### config.mk
export PLATFORM = sky130hd
export DESIGN_NAME = ffca_ctrl
export DESIGN_NICKNAME = d
export VERILOG_FILES = /design/src/ffca_pkg.sv /design/src/ffca_ctrl.sv
export SDC_FILE = /design/constraint.sdc
export NUM_CORES = 1
export LEC_CHECK = 0
export ABC_CLOCK_PERIOD_IN_PS = 2050
export BUFFER_PORTS_ARGS = -buffer_cell sky130_fd_sc_hd__buf_2
export CAP_MARGIN = 20
export CORE_MARGIN = 4
export CORE_UTILIZATION = 24
export CTS_BUF_LIST = sky130_fd_sc_hd__clkbuf_4
export DETAILED_ROUTE_END_ITERATION = 10
export PLACE_DENSITY = 0.48
export SLEW_MARGIN = 15
export SYNTH_ARGS = -nofsm -noshare
export SYNTH_HDL_FRONTEND = slang
export SYNTH_SLANG_ARGS = --single-unit
### constraint.sdc
create_clock -name clk -period 2.05 [get_ports clk]
set_clock_uncertainty 0.1 [all_clocks]
set_input_delay 0.1025 -clock clk [delete_from_list [all_inputs] [get_ports clk]]
set_output_delay 0.1025 -clock clk [all_outputs]
set_load 0.01 [all_outputs]
### src/ffca_pkg.sv
// Shared types and constants for the first-fit capacity allocator.
// Holds field widths, parameter defaults and the controller/datapath interface.
// No dependencies.
package ffca_pkg;

    localparam int ACTION_W           = 1;
    localparam int BIN_INDEX_W        = 10;
    localparam int AMOUNT_W           = 32;
    localparam int BIN_NUMBER_W       = 11;
    localparam int HOTEL_W            = 11;
    localparam int LEAVES_DEFAULT     = 1024;
    localparam int VALUE_BITS_DEFAULT = 32;

    localparam logic [HOTEL_W-1:0] HOTEL_RESET = 11'd1024;

    localparam logic [ACTION_W-1:0] ACT_LOAD    = 1'b0;
    localparam logic [ACTION_W-1:0] ACT_REQUEST = 1'b1;

    typedef enum logic [3:0] {
        OP_NONE,
        OP_CLEAR,
        OP_CAPTURE,
        OP_RD_ROOT,
        OP_ROOT_CHK,
        OP_RD_LEFT,
        OP_DESCEND,
        OP_LEAF_WR,
        OP_UP,
        OP_PUBLISH
    } dp_op_t;

    typedef struct packed {
        dp_op_t op;
    } dp_cmd_t;

    typedef struct packed {
        logic clear_done;
        logic in_request;
        logic in_load_ok;
        logic is_request;
        logic rdata_fits;
        logic leaf_next;
        logic parent_is_root;
        logic out_free;
    } dp_status_t;

endpackage

### src/ffca_ctrl.sv
// Controller state machine of the first-fit capacity allocator.
// Depends on ffca_pkg for the command and status types.
module ffca_ctrl (
    input  logic                   clk,
    input  logic                   rst_n,
    input  logic                   in_valid,
    output logic                   in_stall,
    input  ffca_pkg::dp_status_t   status,
    output ffca_pkg::dp_cmd_t      cmd
);

    import ffca_pkg::*;

    typedef enum logic [8:0] {
        ST_CLEAR    = 9'b000000001,
        ST_IDLE     = 9'b000000010,
        ST_ROOT_RD  = 9'b000000100,
        ST_ROOT_CHK = 9'b000001000,
        ST_DESC_RD  = 9'b000010000,
        ST_DESC_CHK = 9'b000100000,
        ST_LEAF_WR  = 9'b001000000,
        ST_UP       = 9'b010000000,
        ST_OUT      = 9'b100000000
    } state_t;

    state_t state_reg;
    state_t state_next;

    always_ff @(posedge clk or negedge rst_n)
    begin
        if (!rst_n)
        begin
            state_reg <= ST_CLEAR;
        end
        else
        begin
            state_reg <= state_next;
        end
    end

    always_comb
    begin
        state_next = state_reg;
        cmd.op     = OP_NONE;
        case (state_reg)
            ST_CLEAR:
            begin
                cmd.op = OP_CLEAR;
                if (status.clear_done)
                begin
                    state_next = ST_IDLE;
                end
            end
            ST_IDLE:
            begin
                if (in_valid)
                begin
                    cmd.op = OP_CAPTURE;
                    if (status.in_request)
                    begin
                        state_next = ST_ROOT_RD;
                    end
                    else if (status.in_load_ok)
                    begin
                        state_next = ST_LEAF_WR;
                    end
                end
            end
            ST_ROOT_RD:
            begin
                cmd.op     = OP_RD_ROOT;
                state_next = ST_ROOT_CHK;
            end
            ST_ROOT_CHK:
            begin
                cmd.op     = OP_ROOT_CHK;
                state_next = status.rdata_fits ? ST_DESC_RD : ST_OUT;
            end
            ST_DESC_RD:
            begin
                cmd.op     = OP_RD_LEFT;
                state_next = ST_DESC_CHK;
            end
            ST_DESC_CHK:
            begin
                cmd.op     = OP_DESCEND;
                state_next = status.leaf_next ? ST_LEAF_WR : ST_DESC_RD;
            end
            ST_LEAF_WR:
            begin
                cmd.op     = OP_LEAF_WR;
                state_next = ST_UP;
            end
            ST_UP:
            begin
                cmd.op = OP_UP;
                if (status.parent_is_root)
                begin
                    state_next = status.is_request ? ST_OUT : ST_IDLE;
                end
            end
            ST_OUT:
            begin
                if (status.out_free)
                begin
                    cmd.op     = OP_PUBLISH;
                    state_next = ST_IDLE;
                end
            end
            default:
            begin
                state_next = ST_CLEAR;
            end
        endcase
    end

    assign in_stall = (state_reg != ST_IDLE);

endmodule

==> reports/results.ini <==
[synthesis]
synth.most_common_cell = dfrtp_1
synth_nets = 106
postSynth.asyncResetShare_pct = 100
ys_types = 43
synth.ff_latch_count = 9
synthTopCellsByArea = dfrtp_1 (24%), nand4_1 (5.3%), nor3_4 (4.0%), clkbuf_8 (3.3%), dfstp_2 (3.2%)
avgSynthCellArea_sq_um = 8.67
synth_top_area_cell = dfrtp_1
netlist_area_sq_um = 823
synthTopCellsByCount = dfrtp_1 (8), nand2_1 (7), nand4_1 (7)
synth_edf_count = 0
yosysTopAreaCellShare_pct = 24.3
syn_inst = 95
ys.flop_type = dfrtp_1
synth-seq-area-share_pct = 27.5
ys_warn_count = 0

[clocking]
cts_num_sinks = 9
cts-htree-levels = 1
cts_tree = built
clk_pin_slew_ns = 0.07
cts_buffer_depth = 2
clkLatencyLatePin_ns = 0.26
cts-root-buf = clkbuf_4
numCtsBuffers = 3

[detailed_routing]
routed_wl_microns = 2200
ant_nets = 0
vias_per_cell = 5.06
drtPass1Iterations = 4
remaining_drc_errors = 0
drt-initial-drc-count = 71
via_count = 794
wl_per_cell_microns = 14.0

[placed_design]
dp_hpwl_microns = 1750
gp_congestion = 0.841
place_inst = 149
port_buffers = 15

[timing]
post-route-period-util_pct = 95.0
max_freq_mhz = 514
tns_ns = 0
final.min_clock_period_ns = 1.95
slew_headroom_pct = 70.1
rsz0062_at_grt = false
worst_slew_pin_slew_ns = 0.448
final_max_slew_viol_count = 0
hold_viol_final = 0
setup_violations = 0

[worst_setup_path]
cp.required_ns = 1.85
critical_path_arrival_ns = 1.74
reg2reg_from = state_reg[2]
cp-start-kind = register
cp_max_fo = 9
ff2ff_path_depth = 4
crit_path_end_kind = output port
reg2reg_slack_ns = 0.43
r2r_end = state_reg[1]
critPathKind = register to output port

[cells_and_area]
final_cells = 157
antenna_cells = 0
final_nets = 123
largest_reg_flops = 9
area_delta_synth_final_pct = 17.6
final_layout_size_suffix_gt1_share_pct = 35.1

[min_path]
holdPathEnd = state_reg[2]
holdCritStartpoint = status[6]
min_delay_path_depth = 3
hp-class = primary input to register

[floorplanning]
coreArea_sq_um = 3340
dieHeight_microns = 66.6
dieArea_sq_um = 4430
ios = 16
start_util_pct = 24.7
dieWidth_microns = 66.6
rows = 21

[global_routing]
grtUsageTotal_pct = 10.5
antenna_found_initial = 0
grt_pass1_vias = 744
grt_max_degree = 12
grt_pass1_wl_microns = 3520
grt.overflow.total = 0

[power]
p_leak_nw = 0.414
p_per_area_nw_per_um2 = 1050
ir_worst_vdd_uv = 231

[run]
max_cap_viol_count = 0

[status]
status = finished clean

==> layout by cell type (no fill, tap or decap), types with 2 or more instances in the layout <==
cell,netlist,routed
o2bb2ai_1,2,2
nor3_2,1,2
nor3b_2,2,2
o21ai_0,5,5
inv_1,4,4
buf_2,1,15
nor3_4,2,2
xor2_1,3,3
dfrtp_1,8,7
nand3b_1,2,2
nor3_1,5,4
nand4_1,7,7
nand3_1,5,5
o211ai_1,2,2
a21oi_1,2,2
buf_4,3,2
nor2b_1,3,3
clkbuf_4,0,4
nor2_1,5,4
nor2_2,2,2
nand2_1,7,7
dlygate4sd3_1,0,2
==> worst max-delay path by stage <==
stage	depth (start not counted)	from	to	slack, ns
after global routing	5	state_reg[1]	cmd[1]	0.0004
final	5	state_reg[7]	cmd[0]	0.10
after detailed placement	5	state_reg[2]	cmd[1]	0.34
after CTS	5	state_reg[2]	cmd[1]	0.05
after global placement	5	state_reg[1]	cmd[1]	0.31
after floorplan	5	state_reg[2]	cmd[1]	0.60
==> metrics by stage <==
stage | area, sq um | utilization [%] | worst slack [ns] | hold slack, ns | power (mW)
finish | 968 | 29.0 | 0.103 | 0.00716 | 1.01
global route | 968 | 29.0 | 0.000403 | 0.00762 | 1.09
CTS | 940 | 28.2 | 0.0515 | 0.00633 | 0.978
detailed placement | 890 | 26.7 | 0.341 | -0.125 | 0.820
global placement | 890 | 26.7 | 0.310 | -0.125 | 0.821
floorplan | 823 | - | 0.599 | -0.293 | 0.727
==> area by class of cell <==
type | count | area [sq um]
timing repair buffer | 19 | 110
tap | 46 | 57.6
multi-input combinational | 74 | 524
inverter | 5 | 18.8
fill | 385 | 2370
clock buffer | 4 | 30.0
sequential | 9 | 228
==> cell families after synthesis <==
| group | count (synthesis) | share of synthesized area, % |
|---|---|---|
| AND/OR/NAND/NOR | 51 | 40.3 |
| XOR/XNOR | 4 | 4.26 |
| flip-flops | 9 | 27.5 |
| AO/OA/AOI/OAI | 19 | 17.6 |
| buffers and inverters | 12 | 10.3 |
==> critical path, stage by stage, from the launching register on <==
cell	delay [ns]
dfrtp_1	0.52
nor3_2	0.30
and2_1	0.21
nand4_1	0.17
nand3b_1	0.15
buf_2	0.13
==> routing by layer <==
layer | part of all wire, % | vias up | wire length (microns) | global-route usage [%]
met1 | 46 | 377 | 1000 | 14.0
met2 | 47 | 30 | 1030 | 16.7
li1 | - | 381 | - | -
met4 | 2.3 | 0 | 51 | 4.82
met3 | 5.3 | 6 | 116 | 1.18
met5 | 0 | - | 0 | 0
==> power breakdown <==
part	switching, mW	internal (mW)	total (mW)	leakage, nW
clock network	0.0662	0.0884	0.155	0.0184
logic	0.284	0.254	0.538	0.276
registers	0.102	0.219	0.321	0.119
==> what timing repair did <==
| action | 4_1_cts | 5_1_grt |
|---|---|---|
| buffers inserted | 0 | 2 |
| endpoints found under the hold margin | 10 | 0 |
| resized for setup | 0 | 4 |
| hold buffers | 2 | 0 |
| endpoints found under the setup margin | 0 | 3 |
Note: power is estimated with default switching activity, not from simulation.
